--- config.mk ---
export PLATFORM = sky130hd
export DESIGN_NAME = classical_cipher_cascade
export DESIGN_NICKNAME = d
export VERILOG_FILES = /design/src/sv/ccc_pkg.sv /design/src/sv/ccc_front.sv /design/src/sv/ccc_queue.sv /design/src/sv/ccc_back.sv /design/src/sv/classical_cipher_cascade.sv
export SDC_FILE = /design/constraint.sdc
export NUM_CORES = 1
export LEC_CHECK = 0
export BUFFER_PORTS_ARGS = -buffer_cell sky130_fd_sc_hd__buf_2
export CORE_ASPECT_RATIO = 0.8
export CORE_MARGIN = 10
export CORE_UTILIZATION = 60
export CTS_CLUSTER_DIAMETER = 120
export DETAILED_ROUTE_END_ITERATION = 12
export GPL_TIMING_DRIVEN = 0
export HOLD_SLACK_MARGIN = 0.02
export PLACE_DENSITY_LB_ADDON = 0.05
export SYNTH_ARGS = -nofsm -noshare
export SYNTH_HDL_FRONTEND = slang
export SYNTH_SLANG_ARGS = --single-unit
export TNS_END_PERCENT = 20
--- constraint.sdc ---
create_clock -name clk_i -period 13.5 [get_ports clk_i]
set_input_delay 1.35 -clock clk_i [delete_from_list [all_inputs] [get_ports clk_i]]
set_output_delay 1.35 -clock clk_i [all_outputs]
set_load 0.02 [all_outputs]
--- src/sv/ccc_pkg.sv ---
// Shared types, constants and letter-shift helpers for the classical cipher cascade.
// Used by every module under sv/; depends on nothing.
package ccc_pkg;

  localparam int ByteW          = 8;
  localparam int LenW           = 5;
  localparam int ShiftW         = 5;
  localparam int CfgIdxW        = 3;
  localparam int CfgDataW       = 64;
  localparam int LoBytes        = 8;
  localparam int KeyBytesDefault = 16;
  localparam int QueueDepth     = 2;

  localparam logic [ShiftW-1:0] Alphabet = 5'd26;
  localparam logic [ByteW-1:0]  UpperA   = 8'h41;
  localparam logic [ByteW-1:0]  UpperZ   = 8'h5a;
  localparam logic [ByteW-1:0]  LowerA   = 8'h61;
  localparam logic [ByteW-1:0]  LowerZ   = 8'h7a;
  localparam logic [ByteW-1:0]  CaseGap  = 8'h20;
  localparam logic [ByteW:0]    VigBias  = 9'd13;
  // 79 / 2048 sits just above 1/26: exact quotient for the small range used here
  localparam logic [6:0]        Recip26  = 7'd79;
  localparam int                RecipSh  = 11;

  typedef logic [ByteW-1:0] byte_t;

  typedef enum logic [CfgIdxW-1:0] {
    RegCaesarShift = 3'd0,
    RegDecryptMode = 3'd1,
    RegVigKeyLo    = 3'd2,
    RegVigKeyHi    = 3'd3,
    RegVigKeyLen   = 3'd4,
    RegXorKeyLo    = 3'd5,
    RegXorKeyHi    = 3'd6,
    RegXorKeyLen   = 3'd7
  } cfg_reg_e;

  // Mode settings shared by the front and back halves
  typedef struct packed {
    logic [ShiftW-1:0] caesar_shift;
    logic              decrypt_mode;
  } mode_cfg_t;

  // One classified beat waiting for the back half
  typedef struct packed {
    byte_t             data;
    byte_t             mask;
    logic [ShiftW-1:0] vig_shift;
  } entry_t;

  function automatic logic is_upper(input byte_t c);
    return (c >= UpperA) && (c <= UpperZ);
  endfunction

  function automatic logic is_lower(input byte_t c);
    return (c >= LowerA) && (c <= LowerZ);
  endfunction

  function automatic logic is_letter(input byte_t c);
    return is_upper(c) || is_lower(c);
  endfunction

  // Reduce a value below twice the alphabet size
  function automatic logic [ShiftW-1:0] wrap26(input logic [ShiftW:0] x);
    logic [ShiftW:0] r;
    begin
      r = (x >= {1'b0, Alphabet}) ? (x - {1'b0, Alphabet}) : x;
      return r[ShiftW-1:0];
    end
  endfunction

  // Vigenere shift of a key byte: uppercase, minus 'A', modulo 26
  function automatic logic [ShiftW-1:0] vig_shift(input byte_t k);
    byte_t            ku;
    logic [ByteW:0]   x;
    logic [15:0]      prod;
    logic [4:0]       q;
    logic [ByteW:0]   r;
    begin
      ku   = is_lower(k) ? (k - CaseGap) : k;
      x    = {1'b0, ku} + VigBias;
      prod = 16'(x) * 16'(Recip26);
      q    = prod[RecipSh +: 5];
      r    = x - (9'(q) * 9'(Alphabet));
      if (r >= {4'd0, Alphabet}) begin
        r = r - {4'd0, Alphabet};
      end
      return r[ShiftW-1:0];
    end
  endfunction

  // Rotate a letter within its case; any other byte passes unchanged
  function automatic byte_t shift_letter(input byte_t c, input logic [ShiftW-1:0] s);
    byte_t             base;
    byte_t             off;
    logic [ShiftW-1:0] rot;
    begin
      base = is_upper(c) ? UpperA : LowerA;
      off  = c - base;
      rot  = wrap26({1'b0, off[ShiftW-1:0]} + {1'b0, s});
      return is_letter(c) ? (base + byte_t'(rot)) : c;
    end
  endfunction

endpackage

--- src/sv/ccc_front.sv ---
// Front half: accepts input beats, tracks key positions and classifies each byte.
// Depends on ccc_pkg; feeds ccc_queue.
module ccc_front #(
  parameter int KEY_BYTES = ccc_pkg::KeyBytesDefault
) (
  input  logic                                  clk_i,
  input  logic                                  rst_ni,
  input  logic                                  in_valid_i,
  output logic                                  in_stall_o,
  input  ccc_pkg::byte_t                        data_byte_i,
  input  ccc_pkg::byte_t                        pad_byte_i,
  input  logic                                  first_of_message_i,
  input  ccc_pkg::mode_cfg_t                    mode_i,
  input  logic [KEY_BYTES-1:0][ccc_pkg::ByteW-1:0] vig_key_i,
  input  logic [ccc_pkg::LenW-1:0]              vig_len_i,
  input  logic [KEY_BYTES-1:0][ccc_pkg::ByteW-1:0] xor_key_i,
  input  logic [ccc_pkg::LenW-1:0]              xor_len_i,
  input  logic                                  q_full_i,
  output logic                                  push_o,
  output ccc_pkg::entry_t                       push_entry_o
);

  localparam int PosW = (KEY_BYTES > 1) ? $clog2(KEY_BYTES) : 1;
  localparam logic [ccc_pkg::LenW-1:0] MaxLen = ccc_pkg::LenW'(KEY_BYTES);

  logic [PosW-1:0]         vig_pos_q, vig_pos_d;
  logic [PosW-1:0]         xor_pos_q, xor_pos_d;
  logic [ccc_pkg::LenW-1:0] vig_len_eff, xor_len_eff;
  logic [PosW-1:0]         vig_cur, xor_cur, vig_idx, xor_idx;
  logic [PosW-1:0]         vig_adv, xor_adv;
  logic                    vig_apply, xor_apply;
  ccc_pkg::byte_t          xor_byte, mask, vig_in;
  logic                    accept;

  // Clamp oversized key lengths
  assign vig_len_eff = (vig_len_i > MaxLen) ? MaxLen : vig_len_i;
  assign xor_len_eff = (xor_len_i > MaxLen) ? MaxLen : xor_len_i;

  // Restart positions on a new message, fall back to zero on a stale position
  assign vig_cur = first_of_message_i ? '0 : vig_pos_q;
  assign xor_cur = first_of_message_i ? '0 : xor_pos_q;
  assign vig_idx = (ccc_pkg::LenW'(vig_cur) < vig_len_eff) ? vig_cur : '0;
  assign xor_idx = (ccc_pkg::LenW'(xor_cur) < xor_len_eff) ? xor_cur : '0;
  assign vig_adv = ((ccc_pkg::LenW'(vig_idx) + 1'b1) >= vig_len_eff) ? '0 : (vig_idx + 1'b1);
  assign xor_adv = ((ccc_pkg::LenW'(xor_idx) + 1'b1) >= xor_len_eff) ? '0 : (xor_idx + 1'b1);

  // Fold repeating key and pad into one mask
  assign xor_apply = (xor_len_eff != '0);
  assign xor_byte  = xor_apply ? xor_key_i[xor_idx] : '0;
  assign mask      = xor_byte ^ pad_byte_i;

  // Letter test at the Vigenere stage; Caesar keeps letters letters
  assign vig_in    = mode_i.decrypt_mode ? (data_byte_i ^ mask) : data_byte_i;
  assign vig_apply = (vig_len_eff != '0) && ccc_pkg::is_letter(vig_in);

  assign accept     = in_valid_i && !q_full_i;
  assign in_stall_o = q_full_i;
  assign push_o     = accept;

  always_comb begin
    push_entry_o.data      = data_byte_i;
    push_entry_o.mask      = mask;
    push_entry_o.vig_shift = vig_apply ? ccc_pkg::vig_shift(vig_key_i[vig_idx]) : '0;
  end

  // Update positions on each accepted beat; the Vigenere position advances only on letters
  always_comb begin
    vig_pos_d = vig_pos_q;
    xor_pos_d = xor_pos_q;
    if (accept) begin
      vig_pos_d = vig_apply ? vig_adv : vig_cur;
      xor_pos_d = xor_apply ? xor_adv : xor_cur;
    end
  end

  always_ff @(posedge clk_i or negedge rst_ni) begin
    if (!rst_ni) begin
      vig_pos_q <= '0;
      xor_pos_q <= '0;
    end else begin
      vig_pos_q <= vig_pos_d;
      xor_pos_q <= xor_pos_d;
    end
  end

  a_vig_pos_range : assert property (@(posedge clk_i) disable iff (!rst_ni)
    (ccc_pkg::LenW'(vig_pos_q) < MaxLen))
    else $error("Vigenere position beyond key storage");

  a_xor_restart : assert property (@(posedge clk_i) disable iff (!rst_ni)
    (accept && first_of_message_i && (xor_len_eff > ccc_pkg::LenW'(1)))
      |=> (xor_pos_q == PosW'(1)))
    else $error("XOR position did not restart on first beat of message");

endmodule

--- src/sv/ccc_queue.sv ---
// Short queue that decouples the classifying front from the shifting back.
// Depends on ccc_pkg for the entry type and depth.
module ccc_queue (
  input  logic            clk_i,
  input  logic            rst_ni,
  input  logic            push_i,
  input  ccc_pkg::entry_t push_entry_i,
  output logic            full_o,
  input  logic            pop_i,
  output logic            pop_valid_o,
  output ccc_pkg::entry_t pop_entry_o
);

  localparam int PtrW = (ccc_pkg::QueueDepth > 1) ? $clog2(ccc_pkg::QueueDepth) : 1;
  localparam int CntW = $clog2(ccc_pkg::QueueDepth + 1);
  localparam logic [CntW-1:0] Depth = CntW'(ccc_pkg::QueueDepth);

  ccc_pkg::entry_t entries_q [ccc_pkg::QueueDepth];
  logic [PtrW-1:0] wr_ptr_q, wr_ptr_d, rd_ptr_q, rd_ptr_d;
  logic [CntW-1:0] count_q, count_d;
  logic            do_pop;

  assign full_o      = (count_q == Depth);
  assign pop_valid_o = (count_q != '0);
  assign pop_entry_o = entries_q[rd_ptr_q];
  assign do_pop      = pop_i && pop_valid_o;

  // Step pointers with wrap and track the fill level
  always_comb begin
    wr_ptr_d = wr_ptr_q;
    rd_ptr_d = rd_ptr_q;
    count_d  = count_q;
    if (push_i) begin
      wr_ptr_d = (wr_ptr_q == PtrW'(ccc_pkg::QueueDepth - 1)) ? '0 : (wr_ptr_q + 1'b1);
    end
    if (do_pop) begin
      rd_ptr_d = (rd_ptr_q == PtrW'(ccc_pkg::QueueDepth - 1)) ? '0 : (rd_ptr_q + 1'b1);
    end
    case ({push_i, do_pop})
      2'b10:   count_d = count_q + 1'b1;
      2'b01:   count_d = count_q - 1'b1;
      default: count_d = count_q;
    endcase
  end

  always_ff @(posedge clk_i or negedge rst_ni) begin
    if (!rst_ni) begin
      wr_ptr_q <= '0;
      rd_ptr_q <= '0;
      count_q  <= '0;
    end else begin
      wr_ptr_q <= wr_ptr_d;
      rd_ptr_q <= rd_ptr_d;
      count_q  <= count_d;
    end
  end

  // Hold entry payload; no reset needed
  always_ff @(posedge clk_i) begin
    if (push_i) begin
      entries_q[wr_ptr_q] <= push_entry_i;
    end
  end

  a_count_bound : assert property (@(posedge clk_i) disable iff (!rst_ni)
    (count_q <= Depth))
    else $error("Queue fill level above depth");

  a_count_grow : assert property (@(posedge clk_i) disable iff (!rst_ni)
    (push_i && !do_pop) |=> (count_q == $past(count_q) + 1'b1))
    else $error("Queue lost a pushed beat");

endmodule

--- src/sv/ccc_back.sv ---
// Back half: applies the combined letter shift and XOR mask, then holds the result.
// Depends on ccc_pkg; drains ccc_queue.
module ccc_back (
  input  logic               clk_i,
  input  logic               rst_ni,
  input  ccc_pkg::mode_cfg_t mode_i,
  input  logic               q_valid_i,
  input  ccc_pkg::entry_t    q_entry_i,
  output logic               pop_o,
  output logic               out_valid_o,
  input  logic               out_stall_i,
  output ccc_pkg::byte_t     out_byte_o
);

  logic                         out_valid_q, out_valid_d;
  ccc_pkg::byte_t               out_byte_q;
  logic [ccc_pkg::ShiftW-1:0]   caesar_red, total, inv_total;
  ccc_pkg::byte_t               enc_byte, dec_byte, result;

  // Caesar and Vigenere shifts merge into one rotation
  assign caesar_red = ccc_pkg::wrap26({1'b0, mode_i.caesar_shift});
  assign total      = ccc_pkg::wrap26({1'b0, caesar_red} + {1'b0, q_entry_i.vig_shift});
  assign inv_total  = (total == '0) ? '0 : (ccc_pkg::Alphabet - total);

  assign enc_byte = ccc_pkg::shift_letter(q_entry_i.data, total) ^ q_entry_i.mask;
  assign dec_byte = ccc_pkg::shift_letter(q_entry_i.data ^ q_entry_i.mask, inv_total);
  assign result   = mode_i.decrypt_mode ? dec_byte : enc_byte;

  // Take a queued beat whenever the output register is free or draining
  assign pop_o       = q_valid_i && (!out_valid_q || !out_stall_i);
  assign out_valid_d = pop_o ? 1'b1 : (out_valid_q && out_stall_i);

  always_ff @(posedge clk_i or negedge rst_ni) begin
    if (!rst_ni) begin
      out_valid_q <= 1'b0;
    end else begin
      out_valid_q <= out_valid_d;
    end
  end

  always_ff @(posedge clk_i) begin
    if (pop_o) begin
      out_byte_q <= result;
    end
  end

  assign out_valid_o = out_valid_q;
  assign out_byte_o  = out_byte_q;

endmodule

--- src/sv/classical_cipher_cascade.sv ---
// Top level of the classical cipher cascade: configuration registers and the
// front / queue / back split. Depends on ccc_pkg, ccc_front, ccc_queue, ccc_back.
//
//   port group   direction  handshake               payload
//   input beat   in         in_valid_i/in_stall_o   data_byte_i, pad_byte_i, first_of_message_i
//   result beat  out        out_valid_o/out_stall_i out_byte_o
//   config       in         cfg_we_i                cfg_index_i, cfg_data_i
//
// One byte per cycle sustained while the output is not stalled; each input is classified
// into the two-entry queue, then shifted from there into the output register.
// in_stall_o rises only when the two-entry queue is full.
// Reset clears key positions, configuration and valid state at once; no clearing pass.
module classical_cipher_cascade #(
  parameter int KEY_BYTES = ccc_pkg::KeyBytesDefault
) (
  input  logic                          clk_i,
  input  logic                          rst_ni,
  input  logic                          in_valid_i,
  output logic                          in_stall_o,
  input  logic [7:0]                    data_byte_i,
  input  logic [7:0]                    pad_byte_i,
  input  logic                          first_of_message_i,
  output logic                          out_valid_o,
  input  logic                          out_stall_i,
  output logic [7:0]                    out_byte_o,
  input  logic                          cfg_we_i,
  input  logic [ccc_pkg::CfgIdxW-1:0]   cfg_index_i,
  input  logic [ccc_pkg::CfgDataW-1:0]  cfg_data_i
);

  ccc_pkg::mode_cfg_t                      mode_q;
  logic [KEY_BYTES-1:0][ccc_pkg::ByteW-1:0] vig_key_q, xor_key_q;
  logic [ccc_pkg::LenW-1:0]                vig_len_q, xor_len_q;
  ccc_pkg::cfg_reg_e                       reg_sel;
  logic                                    push, q_full, q_valid, pop;
  ccc_pkg::entry_t                         push_entry, pop_entry;

  assign reg_sel = ccc_pkg::cfg_reg_e'(cfg_index_i);

  // Load mode and length registers
  always_ff @(posedge clk_i or negedge rst_ni) begin
    if (!rst_ni) begin
      mode_q    <= '0;
      vig_len_q <= '0;
      xor_len_q <= '0;
    end else if (cfg_we_i) begin
      case (reg_sel)
        ccc_pkg::RegCaesarShift: mode_q.caesar_shift <= cfg_data_i[ccc_pkg::ShiftW-1:0];
        ccc_pkg::RegDecryptMode: mode_q.decrypt_mode <= cfg_data_i[0];
        ccc_pkg::RegVigKeyLen:   vig_len_q <= cfg_data_i[ccc_pkg::LenW-1:0];
        ccc_pkg::RegXorKeyLen:   xor_len_q <= cfg_data_i[ccc_pkg::LenW-1:0];
        default: ;
      endcase
    end
  end

  // Load key bytes from the low or high word
  always_ff @(posedge clk_i or negedge rst_ni) begin
    if (!rst_ni) begin
      vig_key_q <= '0;
      xor_key_q <= '0;
    end else if (cfg_we_i) begin
      for (int b = 0; b < KEY_BYTES; b++) begin
        if (((b < ccc_pkg::LoBytes) && (reg_sel == ccc_pkg::RegVigKeyLo)) ||
            ((b >= ccc_pkg::LoBytes) && (reg_sel == ccc_pkg::RegVigKeyHi))) begin
          vig_key_q[b] <= cfg_data_i[ccc_pkg::ByteW*(b % ccc_pkg::LoBytes) +: ccc_pkg::ByteW];
        end
        if (((b < ccc_pkg::LoBytes) && (reg_sel == ccc_pkg::RegXorKeyLo)) ||
            ((b >= ccc_pkg::LoBytes) && (reg_sel == ccc_pkg::RegXorKeyHi))) begin
          xor_key_q[b] <= cfg_data_i[ccc_pkg::ByteW*(b % ccc_pkg::LoBytes) +: ccc_pkg::ByteW];
        end
      end
    end
  end

  ccc_front #(
    .KEY_BYTES (KEY_BYTES)
  ) u_front (
    .clk_i              (clk_i),
    .rst_ni             (rst_ni),
    .in_valid_i         (in_valid_i),
    .in_stall_o         (in_stall_o),
    .data_byte_i        (data_byte_i),
    .pad_byte_i         (pad_byte_i),
    .first_of_message_i (first_of_message_i),
    .mode_i             (mode_q),
    .vig_key_i          (vig_key_q),
    .vig_len_i          (vig_len_q),
    .xor_key_i          (xor_key_q),
    .xor_len_i          (xor_len_q),
    .q_full_i           (q_full),
    .push_o             (push),
    .push_entry_o       (push_entry)
  );

  ccc_queue u_queue (
    .clk_i        (clk_i),
    .rst_ni       (rst_ni),
    .push_i       (push),
    .push_entry_i (push_entry),
    .full_o       (q_full),
    .pop_i        (pop),
    .pop_valid_o  (q_valid),
    .pop_entry_o  (pop_entry)
  );

  ccc_back u_back (
    .clk_i       (clk_i),
    .rst_ni      (rst_ni),
    .mode_i      (mode_q),
    .q_valid_i   (q_valid),
    .q_entry_i   (pop_entry),
    .pop_o       (pop),
    .out_valid_o (out_valid_o),
    .out_stall_i (out_stall_i),
    .out_byte_o  (out_byte_o)
  );

endmodule
==> results.sh, run 1 <==
export IMPL_top_layer="met4"
export IMPL_start_util=0.610
export IMPL_h_tree_depth=2
export IMPL_die_x_um=224
export IMPL_seq_area_frac_synth=0.434
export IMPL_relSlewSlack=0.290
export IMPL_grt_overflow_total=0
export IMPL_cts_tree="done"
export IMPL_period_minus_slack_ns=12.92
export IMPL_synth_edff_count=50
export IMPL_grt_pass1_vias=15291
export IMPL_worstPathRequired_ns=13.83
export IMPL_cpMaxStageDelayCell="fa_1"
export IMPL_worstPathArrival_ns=13.25
export IMPL_start_kind="input pin"
export IMPL_path_clk_slew_ns=0.06
export IMPL_postSynthAreaPerCell_um2=11.2
export IMPL_timing_final_max_slew_violations=0
export IMPL_final_hold_violation_count=0
export IMPL_synth_cells=1784
export IMPL_critPathCaptureType="flip-flop"
export IMPL_remaining_drc_errors=0
export IMPL_wl_met3_mm=5.64
export IMPL_clockBufferDepth=3
export IMPL_criticalPathCategory="input pin to flip-flop"
export IMPL_final_nets=2139
export IMPL_grt_usage=0.287
export IMPL_fin_ws_ns=0.583
export IMPL_synth_area_um2=19900
export IMPL_viasPerCell=6.37
export IMPL_die_area_um2=40900
export IMPL_drt_antenna_violating_nets=0
export IMPL_rows=59
export IMPL_status="finished, final reports clean"
export IMPL_hold_path_class="flip-flop to flip-flop"
export IMPL_path_buf_inv=11
export IMPL_wl_met2_mm=26.6
export IMPL_synth_main_ff_cell="dfrtp_1"
export IMPL_via_count=15166
export IMPL_route_layer_met1_wl_mm=25.8
export IMPL_portBuffers=98
export IMPL_grt_max_degree=91
export IMPL_max_cap_violations=0
export IMPL_core_um2=32600
export IMPL_ios=99
export IMPL_fillers=2513
export IMPL_setup_viol=0
export IMPL_dpl_worst_slack_ns=-1.64
export IMPL_worst_slew_pin_slew_ns=1.06
export IMPL_fmax_mhz=77.4
export IMPL_die_h_um=183
export IMPL_clkLatencyLatePin_ns=0.54
export IMPL_crit_fanout=10
export IMPL_grt_pass1_wl_mm=90.4
export IMPL_synthDistinctLibCells=85
export IMPL_clock_sinks=335
export IMPL_first_pass_iters=5
export IMPL_finalWirelength_mm=59.3
export IMPL_hpwl_mm=45.2
export IMPL_timing_final_crit_share=0.957
export IMPL_antenna_found_initial=7
export IMPL_syn_to_final_growth_pct=12.3
export IMPL_ys_warn_count=0
export IMPL_drive_above_1_share=0.274
export IMPL_synth_seq_cells=335
export IMPL_routabilityCongestion=0.936
export IMPL_synth_nets=1999
export IMPL_clock_skew_ns=0.0230
export IMPL_synthArstFlopShare=0.851
export IMPL_cpLargestDelayFamily="adder cells"
export IMPL_cts_buffers=35
export IMPL_root_buffer="clkbuf_16"
export IMPL_drt_iter0_drc=1557
export IMPL_wl_per_cell_um=24.9
export IMPL_slowest_delay_ns=0.57
-- worst paths after layout --
kind / cells after the start / start / slack, ns / to
max: 50 / first_of_message_i / 0.58 / u_queue.entries_q[1][2]
min: 2 / u_front.xor_pos_q[3] / 0.47 / u_front.xor_pos_q[3]
max reg2reg: 48 / u_front.vig_pos_q[3] / 1.36 / u_queue.entries_q[1][2]
min reg2reg: 2 / u_front.xor_pos_q[3] / 0.47 / u_front.xor_pos_q[3]
max in group asynchronous: 3 / rst_ni / 11.61 / vig_key_q[3]
min in group asynchronous: 1 / rst_ni / 0.71 / xor_key_q[102]
-- cell usage after synthesis, drive strengths merged, types with 33 or more instances --
cell type / instances / area (µm²)
xor2: 33 / 289
a21oi: 78 / 390
mux2i: 46 / 460
nand3: 48 / 240
ha: 105 / 1310
xnor2: 50 / 457
mux2: 288 / 3240
o21ai: 79 / 399
nor3: 35 / 180
clkbuf: 52 / 195
dfrtp: 285 / 7130
inv: 97 / 364
nor2: 65 / 244
edfxtp: 50 / 1500
nand2: 118 / 450
-- per-stage QoR --
step	TNS (ns)	std cells	utilization	instance area, µm²	hold slack [ns]
2_1_floorplan	0	1784	-	19900	0.442
3_3_place_gp	-10.95	2309	0.641	20900	0.457
3_5_place_dp	-11.54	2313	0.645	21000	0.464
4_1_cts	0	2374	0.682	22300	0.477
5_1_grt	-0.0986	2381	0.685	22400	0.503
6_report	0	2381	0.685	22400	0.470
-- layout by cell type, fill, tap and decap left out, types with 9 or more instances in the layout --
cell,Yosys,layout
a22oi_1,15,15
nor2b_1,14,14
nand2b_1,15,15
nand2_1,117,116
o31ai_1,17,16
mux2_2,287,287
a21o_1,29,29
xnor2_1,49,48
clkbuf_1,52,51
nand3_1,48,47
nor3_1,34,32
a221oi_1,10,10
clkbuf_16,0,37
a31oi_1,15,15
edfxtp_1,50,50
ha_1,105,105
o22ai_1,11,10
nor3b_1,9,9
a21oi_1,78,78
fa_1,21,21
dfrtp_1,285,285
xor2_1,33,32
buf_2,17,110
o211ai_1,15,15
mux2i_1,46,46
o21bai_1,10,10
a211oi_1,16,15
o21ai_0,74,73
inv_1,90,90
nor2_1,65,62
-- state kept, by name, summed over array words and instances (netlist names) --
signal,count
u_back.out_byte_o,8
u_queue.count_q,2
u_queue.entries_q,42
u_queue.rd_ptr_q,1
u_front.vig_pos_q,4
u_front.xor_pos_q,4
xor_key_q,128
u_queue.wr_ptr_q,1
vig_len_q,5
xor_len_q,5
u_back.out_valid_o,1
vig_key_q,128
mode_q,6
-- cell families (layout without fill, tap and decap cells) --
group,Yosys count,in the layout,share of synthesized area
AO/OA/AOI/OAI,366,366,0.124
AND/OR/NAND/NOR,356,356,0.0886
multiplexers,339,339,0.192
flip-flops,335,335,0.434
buffers and inverters,179,345,0.0377
adder cells (fa/ha/maj),126,126,0.0871
XOR/XNOR,83,83,0.0375
other,0,4,0
-- cell type report --
type | instances | area (µm²) | share of cell area
multi-input combinational | 1270 | 10600 | 0.474
sequential | 335 | 8630 | 0.386
clock buffer | 51 | 1050 | 0.0469
timing repair buffer | 105 | 621 | 0.0278
tap | 427 | 534 | 0.0239
buffer | 80 | 405 | 0.0181
inverter | 97 | 367 | 0.0164
clock inverter | 12 | 131 | 0.00588
antenna | 4 | 10.0 | 0.000448
-- routing by layer --
layer | track usage | vias up
li1 | - | 6796
met1 | 0.392 | 7630
met2 | 0.441 | 652
met3 | 0.0793 | 88
met4 | 0.0818 | 0
met5 | 0 | -
-- what timing repair did --
action	4_1_cts	5_1_grt
gates resized for setup	14	26
hold buffers	0	0
setup buffers	0	3
pin swaps	0	2
endpoints found under the setup margin	8	8
-- worst reg2reg max path, delay by kind of cell, from the launching register on --
family / cells / cell delay (ns)
AO/OA/AOI/OAI: 17 / 3.72
XOR/XNOR: 2 / 0.41
adder cells (fa/ha/maj): 11 / 4.29
buffers and inverters: 10 / 1.00
flip-flops: 1 / 0.44
multiplexers: 2 / 0.51
AND/OR/NAND/NOR: 6 / 1.59
Power of run 1 is left out: the tool's default activity adds up to more than one toggle a clock period on the data nets, which glitch-free logic cannot reach.
==> inputs of run 2 (changes only) <==
- CORE_UTILIZATION: 60 -> 55
==> run 2 against run 1 <==
Against the previous run: die area up 8.2%; critical path depth up 1; register-to-register slack better by 0.04 ns; clock skew up 0.0066 ns; clock-buffer cell count up 1; core utilization down 5.9 points; non-clock buffer count up 3; via count down 1.2%.
==> results.sh, run 2 (synthesis gave the netlist of run 1 again) <==
export IMPL_status="finished, final reports clean"
export IMPL_criticalPathCategory="input pin to flip-flop"
export IMPL_ios=99
export IMPL_grt_pass1_wl_mm=92.0
export IMPL_viasPerCell=6.15
export IMPL_wl_met2_mm=26.2
export IMPL_finalWirelength_mm=60.2
export IMPL_max_cap_violations=0
export IMPL_top_layer="met4"
export IMPL_path_clk_slew_ns=0.06
export IMPL_whs_endpoint="u_front.xor_pos_q[3]"
export IMPL_final_cell_mix="mux2_2, dfrtp_1, nand2_1"
export IMPL_drt_antenna_violating_nets=0
export IMPL_cpMaxStageDelayCell="fa_1"
export IMPL_grt_usage=0.273
export IMPL_timing_final_crit_share=0.950
export IMPL_top_regs="vig_key_q (128), xor_key_q (128), u_queue.entries_q (42)"
export IMPL_rrSetupSlack_ns=1.40
export IMPL_hold_path_depth=2
export IMPL_grt_overflow_total=0
export IMPL_antenna_found_initial=4
export IMPL_die_area_um2=44200
export IMPL_worstPathArrival_ns=13.16
export IMPL_cts_buffers=36
export IMPL_hold_path_class="flip-flop to flip-flop"
export IMPL_first_pass_iters=5
export IMPL_hpwl_mm=45.7
export IMPL_worstPathRequired_ns=13.83
export IMPL_remaining_drc_errors=0
export IMPL_start_util=0.555
export IMPL_final_nets=2143
export IMPL_fin_util=0.626
export IMPL_final_common_cell="mux2_2"
export IMPL_portBuffers=98
export IMPL_fmax_mhz=77.9
export IMPL_start_kind="input pin"
export IMPL_final_cells=2436
export IMPL_crit_fanout=10
export IMPL_clock_skew_ns=0.0296
export IMPL_multi_input_area_um2=10600
export IMPL_wl_met3_mm=4.91
export IMPL_fillers=2932
export IMPL_r2r_start="u_front.vig_pos_q[3]"
export IMPL_rows=62
export IMPL_reg2reg_to="u_queue.entries_q[1][2]"
export IMPL_cts_hold_buf=0
export IMPL_syn_to_final_growth_pct=12.7
export IMPL_root_buffer="clkbuf_16"
export IMPL_routabilityCongestion=0.935
export IMPL_whs_ns=0.474
export IMPL_drt_iter0_drc=1382
export IMPL_slowest_delay_ns=0.56
export IMPL_period_minus_slack_ns=12.83
export IMPL_drive_above_1_share=0.278
export IMPL_timing_final_max_slew_violations=0
export IMPL_dp_cells=2365
export IMPL_grt_pass1_vias=15043
export IMPL_wl_per_cell_um=24.7
export IMPL_final_hold_violation_count=0
export IMPL_min_delay_start="u_front.xor_pos_q[3]"
export IMPL_h_tree_depth=2
export IMPL_clockBufferDepth=3
export IMPL_relSlewSlack=0.270
export IMPL_seq_area_um2=8630
export IMPL_worst_slew_pin_slew_ns=1.10
export IMPL_reg2reg_depth=46
export IMPL_core_um2=35800
export IMPL_cts_tree="done"
export IMPL_die_x_um=233
export IMPL_clock_sinks=335
export IMPL_setup_viol=0
export IMPL_critPathCaptureType="flip-flop"
export IMPL_die_h_um=190
export IMPL_grt_max_degree=125
export IMPL_clkLatencyLatePin_ns=0.54
export IMPL_route_layer_met1_wl_mm=27.7
export IMPL_via_count=14988
-- run 2: how the worst max path moves through the flow --
| stage | startpoint | to | slack (ns) |
|---|---|---|---|
| finish | first_of_message_i | u_queue.entries_q[1][2] | 0.67 |
| global route | first_of_message_i | u_queue.entries_q[0][2] | -0.02 |
| CTS | first_of_message_i | u_queue.entries_q[0][2] | 0.0002 |
| detailed placement | first_of_message_i | u_queue.entries_q[0][2] | -1.81 |
| global placement | first_of_message_i | u_queue.entries_q[0][2] | -1.61 |
| floorplan | first_of_message_i | u_queue.entries_q[0][2] | 1.18 |
-- run 2: routing by layer --
metal,vias to the layer above,GRT usage
met5,-,0
met4,0,0.0711
met3,97,0.0744
met2,510,0.409
met1,7561,0.386
li1,6820,-
-- run 2: worst max-delay path, delay by kind of cell --
family / cells / cell delay, ns
AND/OR/NAND/NOR: 8 / 1.99
buffers and inverters: 12 / 1.54
XOR/XNOR: 1 / 0.23
adder cells (fa/ha/maj): 11 / 4.28
AO/OA/AOI/OAI: 17 / 3.24
multiplexers: 2 / 0.53
-- run 2: metrics by stage --
step	worst slack, ns	TNS, ns	instance area (µm²)
after floorplan	1.18	0	19900
after global placement	-1.61	-11.57	21000
after detailed placement	-1.81	-12.87	21100
after CTS	0.000171	0	22300
after global routing	-0.0240	-0.0479	22400
final	0.668	0	22400
-- run 2: cell type report --
class	count	share of cell area
Clock buffer	52	0.0483
Sequential cell	335	0.385
Inverter	97	0.0163
Tap cell	480	0.0268
Multi-Input combinational cell	1270	0.473
Buffer	80	0.0181
Clock inverter	12	0.00441
Timing Repair Buffer	108	0.0278
Antenna cell	2	0.000223
-- run 2: timing repair --
item,CTS,global route
setup endpoints to repair,8,8
buffers inserted,0,7
pin swaps,0,4
cloned,0,0
gates resized for setup,13,31
Power of run 2 is left out for the same reason.
==> inputs of run 3 (changes only) <==
- MAX_ROUTING_LAYER: not set -> met4
- SYNTH_HIERARCHICAL: not set -> 1
==> run 3 against run 2 <==
Against the previous run: core utilization grew 0.65 points; critical path depth is 1 lower; wire length grew 4.7%; via count rose by 3.8%; clock skew barely moved; global-route usage rose by 0.34 points; first-iteration DRC count grew 19%; sequential share of layout area fell by 1.9 points; die area increased by 4.5%; clock-buffer cell count up 3; largest cell class unchanged.
==> results.sh, run 3 <==
export IMPL_relSlewSlack=0.269
export IMPL_cts_tree="done"
export IMPL_status="finished, final reports clean"
export IMPL_viasPerCell=6.22
export IMPL_crit_fanout=10
export IMPL_ys_warn_count=6
export IMPL_grt_pass1_vias=15571
export IMPL_synthArstFlopShare=0.851
export IMPL_remaining_drc_errors=0
export IMPL_synth_area_um2=20900
export IMPL_via_count=15557
export IMPL_start_util=0.561
export IMPL_final_cell_mix="dfrtp_1, mux2_2, buf_2"
export IMPL_ys_top_cells_by_area="dfrtp_1, mux2_2, edfxtp_1"
export IMPL_grt_pass1_wl_mm=95.6
export IMPL_yosys_cell_count_top_type="dfrtp_1"
export IMPL_critPathCaptureType="flip-flop"
export IMPL_synth_nets=2050
export IMPL_synth_cells=1838
export IMPL_final_common_cell="dfrtp_1"
export IMPL_ys_top_cells_by_count="dfrtp_1, mux2_2, nand2_1"
export IMPL_drt_iter0_drc=1640
export IMPL_synth_edff_count=50
export IMPL_synth_seq_cells=335
export IMPL_whs_ns=0.494
export IMPL_ios=99
export IMPL_core_um2=37300
export IMPL_clock_skew_ns=0.0299
export IMPL_slowest_delay_ns=0.52
export IMPL_dp_cells=2426
export IMPL_wl_per_cell_um=25.2
export IMPL_grt_overflow_total=0
export IMPL_top_regs="vig_key_q (128), xor_key_q (128), u_queue/entries_q (42)"
export IMPL_final_nets=2196
export IMPL_period_minus_slack_ns=12.77
export IMPL_crit_path_frequent_cell="ha_1"
export IMPL_timing_final_max_slew_violations=0
export IMPL_synth_largest_area_cell="dfrtp_1"
export IMPL_syn_to_final_growth_pct=12.8
export IMPL_portBuffers=97
export IMPL_timing_final_crit_share=0.946
export IMPL_antenna_found_initial=6
export IMPL_seq_area_um2=8630
export IMPL_rsz0062_at_grt="false"
export IMPL_synth_main_ff_cell="dfrtp_1"
export IMPL_max_cap_violations=0
export IMPL_die_h_um=194
export IMPL_cpMaxStageDelayCell="fa_1"
export IMPL_clkLatencyLatePin_ns=0.55
export IMPL_finalWirelength_mm=63.0
export IMPL_worst_slew_pin_slew_ns=1.10
export IMPL_clockBufferDepth=3
export IMPL_cts_hold_buf=0
export IMPL_clock_sinks=335
export IMPL_h_tree_depth=2
export IMPL_fmax_mhz=78.3
export IMPL_fillers=3015
export IMPL_grt_max_degree=109
export IMPL_synthDistinctLibCells=113
export IMPL_routabilityCongestion=0.955
export IMPL_root_buffer="clkbuf_16"
export IMPL_start_kind="input pin"
export IMPL_final_hold_violation_count=0
export IMPL_cts_buffers=37
export IMPL_drive_above_1_share=0.310
export IMPL_worstPathRequired_ns=13.77
export IMPL_setup_viol=0
export IMPL_final_cells=2501
export IMPL_grt_usage=0.277
export IMPL_worstPathArrival_ns=13.05
export IMPL_hold_path_class="flip-flop to flip-flop"
export IMPL_rows=63
export IMPL_hpwl_mm=46.9
export IMPL_die_x_um=238
export IMPL_multi_input_area_um2=11500
export IMPL_path_clk_slew_ns=0.06
export IMPL_seq_area_frac_synth=0.413
export IMPL_die_area_um2=46200
export IMPL_fin_util=0.633
export IMPL_yosysTopAreaCellShare=0.341
export IMPL_first_pass_iters=5
export IMPL_drt_antenna_violating_nets=0
export IMPL_criticalPathCategory="input pin to flip-flop"
export IMPL_postSynthAreaPerCell_um2=11.4
-- run 3: changes by cell type in the layout (fill, tap and decap cells not counted), moves of 16 or more --
cell      delta
clkbuf_1    -20
o21ai_0     -26
mux2i_1     -16
mux2_4      +63
buf_4       +30
mux2_2      -48
nor2_1      +32
-- run 3: worst paths after layout --
kind / startpoint / endpoint / slack, ns / depth (start not counted)
max in group asynchronous: rst_ni / vig_key_q[40] / 11.27 / 3
hold / removal: u_queue/count_q[1] / u_queue/count_q[1] / 0.49 / 1
setup / recovery: first_of_message_i / u_queue/entries_q[1][3] / 0.73 / 50
min in group asynchronous: rst_ni / xor_key_q[112] / 0.82 / 1
hold reg to reg: u_queue/count_q[1] / u_queue/count_q[1] / 0.49 / 1
setup reg to reg: u_front/vig_pos_q[1] / u_queue/entries_q[1][3] / 1.50 / 50
-- run 3: cell type report --
class | count | area share
clock inverters | 11 | 0.00838
plain buffers | 85 | 0.0254
repair buffers | 108 | 0.0271
clock buffers | 55 | 0.0456
multi-input cells | 1321 | 0.486
flip-flops and latches | 335 | 0.366
inverters | 96 | 0.0153
diodes | 3 | 0.000318
well taps | 487 | 0.0258
-- run 3: cells by family (layout without fill, tap and decap cells) --
group / Yosys count / count (layout) / synth area share
fa+ha+maj: 123 / 123 / 0.0808
other cells: 0 / 3 / 0
xor+xnor: 77 / 77 / 0.0353
buf+inv: 182 / 355 / 0.0457
simple gates: 416 / 416 / 0.105
flops: 335 / 335 / 0.413
mux: 333 / 333 / 0.189
compound gates: 372 / 372 / 0.131
-- run 3: per-layer routing --
layer  GRT usage  routed length, µm  vias to the layer above
met5           -                  0                        -
met4      0.0656               1220                        0
met3      0.0797               6300                       78
met2       0.385              26500                      607
met1       0.390              29000                     7832
li1            -                  -                     7040
-- run 3: timing repair --
action,in CTS,in global routing
gates resized for setup,10,28
setup endpoints to repair,8,8
pin swaps,1,3
setup buffers,1,6
-- run 3: critical path, delay by kind of cell --
family / cells / cell delay, ns
AND/OR/NAND/NOR: 12 / 2.15
adder cells (fa/ha/maj): 11 / 4.01
buffers and inverters: 7 / 1.08
XOR/XNOR: 3 / 0.56
AO/OA/AOI/OAI: 15 / 3.24
multiplexers: 2 / 0.63
-- run 3: through the flow --
stage / cell area, µm² / setup slack [ns] / setup TNS (ns)
after global placement: 22000 / -1.60 / -12.40
after floorplan: 20900 / 1.24 / 0
final: 23600 / 0.727 / 0
after global routing: 23600 / 0.0171 / 0
after detailed placement: 22100 / -1.54 / -11.79
after CTS: 23400 / 0.128 / 0
Power of run 3 is left out for the same reason.
